`config.mk`:
```
export PLATFORM = sky130hd
export DESIGN_NAME = newton_integer_sqrt
export DESIGN_NICKNAME = d
export VERILOG_FILES = /design/src/rtl/nis_pkg.sv /design/src/rtl/nis_div.sv /design/src/rtl/nis_dpath.sv /design/src/rtl/nis_ctrl.sv /design/src/rtl/newton_integer_sqrt.sv
export SDC_FILE = /design/constraint.sdc
export NUM_CORES = 1
export LEC_CHECK = 0
export ABC_AREA = 1
export BUFFER_PORTS_ARGS = -buffer_cell sky130_fd_sc_hd__buf_2
export CELL_PAD_IN_SITES_DETAIL_PLACEMENT = 0
export CELL_PAD_IN_SITES_GLOBAL_PLACEMENT = 1
export CORE_MARGIN = 2
export CORE_UTILIZATION = 47
export CTS_CLUSTER_SIZE = 25
export DETAILED_ROUTE_END_ITERATION = 7
export PLACE_DENSITY_LB_ADDON = 0.1
export SLEW_MARGIN = 40
export SYNTH_ARGS = -nofsm -noshare
export SYNTH_HDL_FRONTEND = slang
export SYNTH_SLANG_ARGS = --single-unit
```
`constraint.sdc`:
```
create_clock -name clk -period 3.5 [get_ports clk]
set_clock_uncertainty 0.1 [all_clocks]
set_input_delay 0.35 -clock clk [delete_from_list [all_inputs] [get_ports clk]]
set_output_delay 0.35 -clock clk [all_outputs]
set_load 0.01 [all_outputs]
```
`src/rtl/nis_pkg.sv`:
```
`timescale 1ns / 1ps
// ----------------------------------------------------------------------------
// nis_pkg: shared definitions for the Newton integer square root block
// Widths, the Newton step limit and the controller/datapath handshake types.
// ----------------------------------------------------------------------------
package nis_pkg;

  localparam int VALUE_W         = 32;
  localparam int ROOT_W          = 17;
  localparam int IN_TDATA_W      = 32;
  localparam int OUT_TDATA_W     = 24;
  localparam int ITERATION_LIMIT = 100;
  localparam int STEP_W          = $clog2(ITERATION_LIMIT + 1);
  localparam int DIV_CNT_W       = $clog2(VALUE_W + 1);

  localparam logic [ROOT_W-1:0] ROOT_MAX = {ROOT_W{1'b1}};

  // Commands from the controller to the datapath.
  typedef struct packed {
    logic load;       // capture a new operand and the start guess
    logic div_start;  // launch value / guess on the divider
    logic update;     // replace the guess with the Newton step result
    logic out_load;   // move the saturated guess into the output register
  } nis_cmd_t;

  // Status from the datapath to the controller.
  typedef struct packed {
    logic guess_zero;  // current guess is zero
    logic div_busy;    // divider is iterating
    logic div_done;    // quotient is final this cycle
    logic settled;     // Newton step leaves the guess unchanged
  } nis_stat_t;

endpackage

```
`src/rtl/nis_div.sv`:
```
`timescale 1ns / 1ps
// ----------------------------------------------------------------------------
// nis_div: radix-2 restoring unsigned divider
// Produces one quotient bit per cycle; done pulses when the quotient is final.
// ----------------------------------------------------------------------------
module nis_div (
  input  logic                        clk,
  input  logic                        rst_n,
  input  logic                        start,
  input  logic [nis_pkg::VALUE_W-1:0] dividend,
  input  logic [nis_pkg::VALUE_W-1:0] divisor,
  output logic                        busy,
  output logic                        done,
  output logic [nis_pkg::VALUE_W-1:0] quotient
);

  logic                          busy_r;
  logic                          done_r;
  logic [nis_pkg::DIV_CNT_W-1:0] cnt_r;
  logic [nis_pkg::VALUE_W-1:0]   rem_r;
  logic [nis_pkg::VALUE_W-1:0]   rem_nxt;
  logic [nis_pkg::VALUE_W-1:0]   quo_r;
  logic [nis_pkg::VALUE_W-1:0]   quo_nxt;
  logic [nis_pkg::VALUE_W-1:0]   divisor_r;
  logic [nis_pkg::VALUE_W:0]     shifted;
  logic [nis_pkg::VALUE_W:0]     diff;
  logic                          fits;

  // Shift the next dividend bit into the partial remainder and try a subtract.
  always_comb begin
    shifted = {rem_r, quo_r[nis_pkg::VALUE_W-1]};
    fits    = shifted >= {1'b0, divisor_r};
    diff    = shifted - {1'b0, divisor_r};
    rem_nxt = fits ? diff[nis_pkg::VALUE_W-1:0] : shifted[nis_pkg::VALUE_W-1:0];
    quo_nxt = {quo_r[nis_pkg::VALUE_W-2:0], fits};
  end

  always_ff @(posedge clk) begin
    if (!rst_n) begin
      busy_r <= 1'b0;
      done_r <= 1'b0;
      cnt_r  <= '0;
    end else begin
      done_r <= 1'b0;
      if (start) begin
        busy_r <= 1'b1;
        cnt_r  <= nis_pkg::DIV_CNT_W'(nis_pkg::VALUE_W);
      end else if (busy_r) begin
        cnt_r <= cnt_r - nis_pkg::DIV_CNT_W'(1);
        if (cnt_r == nis_pkg::DIV_CNT_W'(1)) begin
          busy_r <= 1'b0;
          done_r <= 1'b1;
        end
      end
    end
  end

  always_ff @(posedge clk) begin
    if (start) begin
      rem_r     <= '0;
      quo_r     <= dividend;
      divisor_r <= divisor;
    end else if (busy_r) begin
      rem_r <= rem_nxt;
      quo_r <= quo_nxt;
    end
  end

  assign busy     = busy_r;
  assign done     = done_r;
  assign quotient = quo_r;

endmodule

```
`src/rtl/nis_dpath.sv`:
```
`timescale 1ns / 1ps
// ----------------------------------------------------------------------------
// nis_dpath: Newton iteration datapath
// Holds the operand and the guess, runs the divider and forms each new guess.
// ----------------------------------------------------------------------------
module nis_dpath (
  input  logic                        clk,
  input  logic                        rst_n,
  input  nis_pkg::nis_cmd_t           cmd,
  output nis_pkg::nis_stat_t          stat,
  input  logic [nis_pkg::VALUE_W-1:0] value_in,
  output logic [nis_pkg::ROOT_W-1:0]  root_out
);

  logic [nis_pkg::VALUE_W-1:0] value_r;
  logic [nis_pkg::VALUE_W-1:0] guess_r;
  logic [nis_pkg::VALUE_W-1:0] guess_nxt;
  logic [nis_pkg::VALUE_W-1:0] quotient;
  logic [nis_pkg::VALUE_W:0]   step_sum;
  logic [nis_pkg::ROOT_W-1:0]  root_sat;
  logic [nis_pkg::ROOT_W-1:0]  root_r;
  logic                        div_busy;
  logic                        div_done;

  nis_div u_div (
    .clk      (clk),
    .rst_n    (rst_n),
    .start    (cmd.div_start),
    .dividend (value_r),
    .divisor  (guess_r),
    .busy     (div_busy),
    .done     (div_done),
    .quotient (quotient)
  );

  // New guess is (value / guess + guess) / 2; the sum needs one extra bit.
  always_comb begin
    step_sum  = {1'b0, quotient} + {1'b0, guess_r};
    guess_nxt = step_sum[nis_pkg::VALUE_W:1];
    if (|guess_r[nis_pkg::VALUE_W-1:nis_pkg::ROOT_W]) begin
      root_sat = nis_pkg::ROOT_MAX;
    end else begin
      root_sat = guess_r[nis_pkg::ROOT_W-1:0];
    end
  end

  always_ff @(posedge clk) begin
    if (cmd.load) begin
      value_r <= value_in;
      guess_r <= {1'b0, value_in[nis_pkg::VALUE_W-1:1]};
    end else if (cmd.update) begin
      guess_r <= guess_nxt;
    end
    if (cmd.out_load) begin
      root_r <= root_sat;
    end
  end

  always_comb begin
    stat.guess_zero = (guess_r == '0);
    stat.div_busy   = div_busy;
    stat.div_done   = div_done;
    stat.settled    = (guess_nxt == guess_r);
  end

  assign root_out = root_r;

endmodule

```
`src/rtl/nis_ctrl.sv`:
```
`timescale 1ns / 1ps
// ----------------------------------------------------------------------------
// nis_ctrl: Newton iteration controller
// Sequences load, divide and update steps, counts steps, owns the handshakes.
// ----------------------------------------------------------------------------
module nis_ctrl (
  input  logic               clk,
  input  logic               rst_n,
  input  logic               in_tvalid,
  output logic               in_tready,
  output logic               out_tvalid,
  input  logic               out_tready,
  input  nis_pkg::nis_stat_t stat,
  output nis_pkg::nis_cmd_t  cmd
);

  localparam logic [1:0] S_IDLE   = 2'd0;
  localparam logic [1:0] S_CHECK  = 2'd1;
  localparam logic [1:0] S_DIV    = 2'd2;
  localparam logic [1:0] S_FINISH = 2'd3;

  logic [1:0]                 state_r;
  logic [1:0]                 state_nxt;
  logic [nis_pkg::STEP_W-1:0] step_r;
  logic [nis_pkg::STEP_W-1:0] step_nxt;
  logic                       out_valid_r;
  logic                       out_valid_nxt;
  logic                       last_step;

  assign last_step = (step_r == nis_pkg::STEP_W'(nis_pkg::ITERATION_LIMIT - 1));

  always_comb begin
    state_nxt = state_r;
    step_nxt  = step_r;
    cmd       = '0;
    in_tready = 1'b0;
    unique case (state_r)
      S_IDLE: begin
        in_tready = 1'b1;
        if (in_tvalid) begin
          cmd.load  = 1'b1;
          step_nxt  = '0;
          state_nxt = S_CHECK;
        end
      end
      S_CHECK: begin
        // A zero guess counts as settled and is never divided by.
        if (stat.guess_zero) begin
          state_nxt = S_FINISH;
        end else begin
          cmd.div_start = 1'b1;
          state_nxt     = S_DIV;
        end
      end
      S_DIV: begin
        if (stat.div_done) begin
          cmd.update = 1'b1;
          step_nxt   = step_r + nis_pkg::STEP_W'(1);
          if (stat.settled || last_step) begin
            state_nxt = S_FINISH;
          end else begin
            state_nxt = S_CHECK;
          end
        end
      end
      S_FINISH: begin
        if (!out_valid_r || out_tready) begin
          cmd.out_load = 1'b1;
          state_nxt    = S_IDLE;
        end
      end
      default: begin
        state_nxt = S_IDLE;
      end
    endcase
  end

  always_comb begin
    if (cmd.out_load) begin
      out_valid_nxt = 1'b1;
    end else if (out_tready) begin
      out_valid_nxt = 1'b0;
    end else begin
      out_valid_nxt = out_valid_r;
    end
  end

  always_ff @(posedge clk) begin
    if (!rst_n) begin
      state_r     <= S_IDLE;
      step_r      <= '0;
      out_valid_r <= 1'b0;
    end else begin
      state_r     <= state_nxt;
      step_r      <= step_nxt;
      out_valid_r <= out_valid_nxt;
    end
  end

  assign out_tvalid = out_valid_r;

endmodule

```
`src/rtl/newton_integer_sqrt.sv`:
```
`timescale 1ns / 1ps
// ----------------------------------------------------------------------------
// newton_integer_sqrt: integer square root by Newton iteration
// Stream in a 32-bit unsigned value, stream out its Newton root estimate.
// ----------------------------------------------------------------------------
// The block takes one unsigned 32-bit value per input transfer and returns
// one result transfer holding the Newton estimate of its square root. The
// start guess is value/2, and each step replaces the guess g with
// (value/g + g)/2. Iteration stops when a step leaves the guess unchanged or
// after 100 steps; for values where value+1 is a perfect square the guesses
// alternate and the step limit decides which one is returned. Values 0 and 1
// return 0 without iterating, and a guess above 17 bits saturates to 131071.
// Items are processed one at a time. Each Newton step launches the division,
// runs the radix-2 divider, which produces one quotient bit per cycle, and
// then takes the new guess. An item is accepted before its first step, and
// the output register is loaded after its last. The result sits in an output
// register, so a new value is accepted while the previous result still waits
// for its transfer.
// ----------------------------------------------------------------------------
module newton_integer_sqrt (
  input  logic                            clk,
  input  logic                            rst_n,
  input  logic                            in_tvalid,
  output logic                            in_tready,
  input  logic [nis_pkg::IN_TDATA_W-1:0]  in_tdata,   // [31:0] value
  output logic                            out_tvalid,
  input  logic                            out_tready,
  output logic [nis_pkg::OUT_TDATA_W-1:0] out_tdata   // [16:0] root, [23:17] zero
);

  nis_pkg::nis_cmd_t            cmd;
  nis_pkg::nis_stat_t           stat;
  logic [nis_pkg::ROOT_W-1:0]   root;

  // Controller: state machine, step counter and both handshakes.
  nis_ctrl u_ctrl (
    .clk        (clk),
    .rst_n      (rst_n),
    .in_tvalid  (in_tvalid),
    .in_tready  (in_tready),
    .out_tvalid (out_tvalid),
    .out_tready (out_tready),
    .stat       (stat),
    .cmd        (cmd)
  );

  // Datapath: operand, guess, divider and the result register.
  nis_dpath u_dpath (
    .clk      (clk),
    .rst_n    (rst_n),
    .cmd      (cmd),
    .stat     (stat),
    .value_in (in_tdata[nis_pkg::VALUE_W-1:0]),
    .root_out (root)
  );

  // The root occupies the low bits; the remaining seven padding bits are zero.
  assign out_tdata = {{(nis_pkg::OUT_TDATA_W - nis_pkg::ROOT_W){1'b0}}, root};

  // A guess is only replaced once the divider has a final quotient.
  a_update_on_done: assert property (@(posedge clk) disable iff (!rst_n)
    cmd.update |-> stat.div_done)
    else $error("guess updated without a finished division");

  // The divider is never restarted mid-division and never divides by zero.
  a_start_idle_div: assert property (@(posedge clk) disable iff (!rst_n)
    cmd.div_start |-> (!stat.div_busy && !stat.guess_zero))
    else $error("division started while busy or with a zero guess");

  // A new operand never arrives while a division is still running.
  a_accept_div_idle: assert property (@(posedge clk) disable iff (!rst_n)
    (in_tvalid && in_tready) |-> !stat.div_busy)
    else $error("input accepted during a division");

  // Loading the output register always presents a result next cycle.
  a_out_load_valid: assert property (@(posedge clk) disable iff (!rst_n)
    cmd.out_load |=> out_tvalid)
    else $error("result loaded but not presented");

endmodule
```
==> impl_metrics.tcl, run 1 <==
set metrics [dict create \
    synth_area_mm2 0.0129 \
    dp_slack_ns 0.371 \
    fp.dieW_um 170 \
    ant_nets 0 \
    routed_via_density 5.13 \
    numCtsBuffers 17 \
    drive_above_1_share_pct 11.7 \
    route.detailed.drc 0 \
    cts_setup_buffers 0 \
    arrival_ns 3.44 \
    min-delay-path-class "primary input to flop" \
    dr.pass1.iters 8 \
    critPathBufInv 1 \
    critPathMaxStageDelay_ns 0.45 \
    cts.sinks 195 \
    finalSetupTns_ns 0 \
    clk_pin_slew_ns 0.09 \
    ioPinCount 62 \
    cpMaxStageDelayCell "edfxtp_1" \
    syn_inst 1673 \
    async_flop_share_pct 0 \
    criticalPathCategory "flop to flop" \
    ys_top_cells_by_count "nand2_1 (542), inv_1 (268), edfxtp_1 (144)" \
    fp-row-count 60 \
    nets 1871 \
    avgSynthCellArea_um2 7.71 \
    syn_to_final_growth_pct 12.3 \
    cp_cell_sequence "nand2_1 > fa_1 > inv_1 > nand3_1 > nand2_2 > nand2_1 > nand2_1 > nand2_1 > nand2_1 > nand2_1 > nand2_1 > nand2_1 > nand2_1 > nand2_1 > nor2_1 > nand2_1 > nor2_1 > nand3_1 > nand2_1 > nand2_1 > a21oi_2" \
    cp_top_family "simple AND/OR/NAND/NOR gates" \
    grt_pass1_vias 10506 \
    cts_resized 0 \
    yosys_register_bits 195 \
    die_h_um 170 \
    cp-end-kind "flop" \
    wl_per_cell_um 16.7 \
    ys.flop_type "edfxtp_1" \
    maxCapViolations 0 \
    synth.most_common_cell "nand2_1" \
    place_congestion 0.937 \
    worstSetupStartpointType "flop" \
    max_freq_mhz 319 \
    hpwl_um 27400 \
    crit_path_frequent_cell "nand2_1" \
    cts_htree_levels 4 \
    fin_crit_sh_pct 89.6 \
    yosys_warnings 0 \
    slew_headroom_pct 53.4 \
    synth.distinct_cells 52 \
    slew_viol_final 0 \
    clk_latency_ns 0.46 \
    layout_min_cycle_time_ns 3.14 \
    numPortBuffers 54 \
    design_area_mm2 0.0145 \
    utilization_pct 53.7 \
    num_antenna_cells 0 \
    num_vias 10888 \
    cts_tree "built" \
    status "complete, no violations" \
    fp.dieArea_mm2 0.0288 \
    tightest_slew_ns 0.699 \
    power.leakage_nw 6.92 \
    ys_seq_area_share_pct 41.5 \
    start_util_pct 47.8 \
    grt_pass1_wl_um 55700 \
    pwr_density_cell_mw_per_mm2 694 \
    cts-root-buf "clkbuf_16" \
    synth_top_area_cell "edfxtp_1" \
    coreArea_mm2 0.0270 \
    place_area_mm2 0.0136 \
    routed_wl_um 35500 \
    antenna_found_initial 0 \
    finalWorstSetupSlack_ns 0.364 \
    synth_edf_count 144 \
    critPathMaxFanout 5 \
    overflow 0 \
    drt_iter0_drc 840 \
    grt_max_degree 65 \
    synth_area_leaders "edfxtp_1 (34%), nand2_1 (16%), dfxtp_1 (7.9%), inv_1 (7.8%), ha_1 (6.4%)" \
    synth_top_area_share_pct 33.5 \
    rsz0062_at_grt "no" \
    grt_use_total_pct 25.3 \
    peakVddDrop_mv 0.414 \
    setup_viol_count_final 0 \
    required_ns 3.80 \
    hold_viol_final 0 \
    cts_buffer_depth 2 \
]
==> worst paths after layout <==
kind,depth (start not counted),slack (ns),startpoint,end
worst max-delay path,21,0.36,u_dpath.guess_r[0]$_DFFE_PP_,u_ctrl.state_r[1]$_SDFFE_PN0P_
worst min register to register,2,0.38,u_dpath.u_div.rem_r[31]$_SDFFE_PP0P_,u_dpath.u_div.rem_r[31]$_SDFFE_PP0P_
worst min-delay path,1,0.01,in_tdata[12],u_dpath.value_r[12]$_DFFE_PP_
worst max register to register,21,0.36,u_dpath.guess_r[0]$_DFFE_PP_,u_ctrl.state_r[1]$_SDFFE_PN0P_
==> area by class of cell <==
type                       instances  area [um2]
clock inverter                    15         191
inverter                         287        1080
multi-input combinational       1164        6280
fill                            2601       12500
clock buffer                      17         425
timing repair buffer             102         736
tap                              341         427
sequential                       195        5350
==> logic make-up (layout without fill, tap and decap cells) <==
| logic type | after synthesis | in the layout | synth area share (%) |
|---|---|---|---|
| simple gates | 846 | 846 | 28.1 |
| buf+inv | 320 | 421 | 10.1 |
| flops | 195 | 195 | 41.5 |
| compound gates | 188 | 188 | 9.42 |
| fa+ha+maj | 68 | 68 | 6.71 |
| xor+xnor | 55 | 55 | 4.16 |
| other cells | 1 | 7 | 0.0291 |
==> metrics by stage <==
| step | std cells | hold WS (ns) | power, mW |
|---|---|---|---|
| after global routing | 2121 | 0.00261 | 10.8 |
| after floorplan | 1679 | 0.343 | 6.86 |
| after global placement | 2062 | 0.362 | 7.93 |
| after detailed placement | 2062 | 0.368 | 7.95 |
| after CTS | 2119 | 0.000724 | 10.1 |
| final | 2121 | 0.0146 | 10.1 |
==> layout by cell type (no fill, tap or decap), types with 4 or more instances in the layout <==
cell,synthesis,layout
edfxtp_1,144,144
nand3_2,8,8
a21o_1,4,4
dlygate4sd3_1,0,27
nor3_1,11,11
inv_8,0,4
ha_1,66,66
nor2_1,117,116
nand4_1,16,16
conb_1,1,7
inv_2,19,21
or2_2,8,8
buf_2,2,54
nor4_1,6,6
xnor3_1,4,4
o21ai_0,35,35
nand3_1,86,86
nand2_2,23,24
or2_1,4,4
a21oi_1,53,53
o211ai_1,20,20
buf_4,10,18
clkbuf_16,0,17
o21ai_1,22,22
dfxtp_1,51,51
a31oi_1,25,25
inv_12,0,4
o211ai_2,12,12
o21bai_1,6,6
xnor2_1,18,18
xor2_1,33,33
nor3_2,9,9
inv_1,268,266
nand2_1,542,541
nor2_2,7,7
==> state kept, by name, indices dropped and copies added (netlist names) <==
register	cells
u_dpath.u_div.done	1
u_dpath.root_out	17
u_dpath.u_div.divisor_r	32
u_ctrl.out_tvalid	1
u_dpath.u_div.rem_r	32
u_ctrl.state_r	2
u_dpath.u_div.busy	1
u_dpath.u_div.cnt_r	6
u_dpath.value_r	32
u_ctrl.step_r	7
u_dpath.u_div.quotient	32
u_dpath.guess_r	32
==> power by group <==
group          switching [mW]  internal [mW]
combinational            3.07           1.65
clock                    1.11          0.989
sequential              0.292           2.95
total                    4.47           5.59
==> per-layer routing <==
| layer | global-route usage [%] | share of wire, % | vias up |
|---|---|---|---|
| met5 | 0 | 0 | - |
| met2 | 43.0 | 47 | 229 |
| li1 | - | - | 5584 |
| met1 | 34.3 | 47 | 5038 |
| met4 | 6.95 | 2.0 | 0 |
| met3 | 3.06 | 3.8 | 37 |
==> what timing repair did <==
action,4_1_cts,5_1_grt
hold buffers,25,2
endpoints found under the setup margin,0,0
hold endpoints to repair,25,2
==> worst register-to-register path, cell delays in order, from the launching register on <==
cell,delay [ns]
edfxtp_1,0.45
nand2_1,0.16
fa_1,0.45
inv_1,0.13
nand3_1,0.09
nand2_2,0.11
nand2_1,0.06
nand2_1,0.18
nand2_1,0.12
nand2_1,0.12
nand2_1,0.11
nand2_1,0.07
nand2_1,0.05
nand2_1,0.08
nand2_1,0.08
nor2_1,0.11
nand2_1,0.05
nor2_1,0.19
nand3_1,0.14
nand2_1,0.08
nand2_1,0.06
a21oi_2,0.10
No activity file was read; power rests on OpenSTA's default activity.
==> run 2, diff against run 1 <==
- RECOVER_POWER: not set -> 50
==> impl_metrics.tcl, run 2 (same netlist as run 1, synthesis figures left out) <==
set metrics [dict create \
    grt_pass1_vias 10506 \
    cpMaxStageDelayCell "edfxtp_1" \
    met2_usage_pct 43.0 \
    die_h_um 170 \
    fin_crit_sh_pct 94.2 \
    min-delay-path-class "primary input to flop" \
    cts_tree "built" \
    place_area_mm2 0.0136 \
    nets 1871 \
    grt-busiest-layer "met2" \
    cts-root-buf "clkbuf_16" \
    layout_commonest_cell "nand2_1" \
    p_sw_share_pct 44.6 \
    cts.sinks 195 \
    clk_pin_slew_ns 0.09 \
    cts_htree_levels 4 \
    ant_nets 0 \
    p_int_mw 5.57 \
    pwr-share-comb_pct 46.8 \
    rsz0062_at_grt "no" \
    clk_latency_ns 0.46 \
    share_seq_of_total_power_pct 32.3 \
    cp-end-kind "flop" \
    slew_viol_final 19 \
    failed_checks "capacitance limit, slew limit" \
    num_antenna_cells 0 \
    cp_cell_sequence "inv_1 > nand4_1 > nor4_2 > nand2_1 > inv_1 > nand2_1 > nor2_1 > inv_2 > nand2_2 > inv_2 > nor2_2 > inv_2 > buf_12" \
    grt_use_met3_pct 3.06 \
    finalWorstSetupSlack_ns 0.204 \
    overflow 0 \
    grt_pass1_wl_um 55700 \
    power.leakage_nw 6.79 \
    place_congestion 0.937 \
    design_area_mm2 0.0144 \
    hold_viol_final 0 \
    worstSetupStartpointType "flop" \
    p_clk_share_pct 20.9 \
    grt_max_degree 65 \
    routed_wl_um 35500 \
    antenna_found_initial 0 \
    switchingPower_mw 4.48 \
    ioPinCount 62 \
    layout_min_cycle_time_ns 3.30 \
    pwr_density_cell_mw_per_mm2 698 \
    crit_path_frequent_cell "inv_2" \
    drt_iter0_drc 884 \
    cts_resized 0 \
    dp_slack_ns 0.371 \
    drive_above_1_share_pct 8.65 \
    coreArea_mm2 0.0270 \
    numCtsBuffers 17 \
    finalSetupTns_ns 0 \
    numPortBuffers 54 \
    wl_per_cell_um 16.8 \
    utilization_pct 53.4 \
    dr.pass1.iters 5 \
    max_freq_mhz 303 \
    dp_cells 2062 \
    criticalPathCategory "flop to flop" \
    final_cell_count_no_fill 2121 \
    cts_buffer_depth 2 \
    fp-row-count 60 \
    grt_use_total_pct 25.3 \
    peakVddDrop_mv 0.416 \
    status "finished, violations left" \
    required_ns 3.59 \
    routed_via_density 5.13 \
    fp.dieArea_mm2 0.0288 \
    hpwl_um 27400 \
    maxCapViolations 1 \
    worst_hold_slack_ns 0.0649 \
    total_power_mw 10.0 \
    route.detailed.drc 0 \
    layout_common_cells "nand2_1 (541), inv_1 (268), edfxtp_1 (144)" \
    syn_to_final_growth_pct 11.5 \
    fp.dieW_um 170 \
    critPathMaxStageDelay_ns 0.49 \
    tightest_slew_ns 1.56 \
    setup_viol_count_final 0 \
    arrival_ns 3.39 \
    num_vias 10875 \
    start_util_pct 47.8 \
    slew_headroom_pct -4.67 \
    critPathMaxFanout 38 \
    use_met1_pct 34.3 \
]
run 2: path summary, 6_finish.rpt:
check,from,depth (start not counted),slack [ns],end
setup reg to reg,u_dpath.guess_r[28]$_DFFE_PP_,13,0.20,u_dpath.u_div.quotient[9]$_DFFE_PP_
hold / removal,in_tdata[12],1,0.06,u_dpath.value_r[12]$_DFFE_PP_
setup / recovery,u_dpath.guess_r[28]$_DFFE_PP_,13,0.20,u_dpath.u_div.quotient[9]$_DFFE_PP_
hold reg to reg,u_dpath.u_div.rem_r[31]$_SDFFE_PP0P_,2,0.38,u_dpath.u_div.rem_r[31]$_SDFFE_PP0P_
run 2: layout make-up:
type / count / area (um2)
multi-input combinational: 1164 / 6270
inverter: 287 / 1080
sequential: 195 / 5350
fill: 2630 / 12600
clock inverter: 15 / 191
clock buffer: 17 / 425
timing repair buffer: 102 / 652
tap: 341 / 427
run 2: critical path: cells and delay by family, from the launching register on:
| family | cells | cell delay [ns] |
|---|---|---|
| flip-flops | 1 | 0.49 |
| buffers and inverters | 6 | 1.05 |
| AND/OR/NAND/NOR | 7 | 1.35 |
run 2: metal layers:
| layer | wire [um] | vias to the layer above |
|---|---|---|
| li1 | - | 5589 |
| met1 | 16800 | 5034 |
| met2 | 16900 | 221 |
| met3 | 1200 | 31 |
| met4 | 657 | 0 |
| met5 | 0 | - |
run 2: repair_timing:
action / 4_1_cts / 5_1_grt
endpoints found under the setup margin: 0 / 0
buffers inserted: 0 / 0
endpoints found under the hold margin: 25 / 2
hold buffers: 25 / 2
run 2: power by group through the flow:
stage / Clock, mW / Combinational (mW) / Sequential (mW)
after floorplan: 0 / 3.66 / 3.20
after global placement: 0 / 4.65 / 3.28
after detailed placement: 0 / 4.66 / 3.29
after CTS: 2.15 / 4.71 / 3.24
after global routing: 2.23 / 5.28 / 3.29
final: 2.10 / 4.70 / 3.24
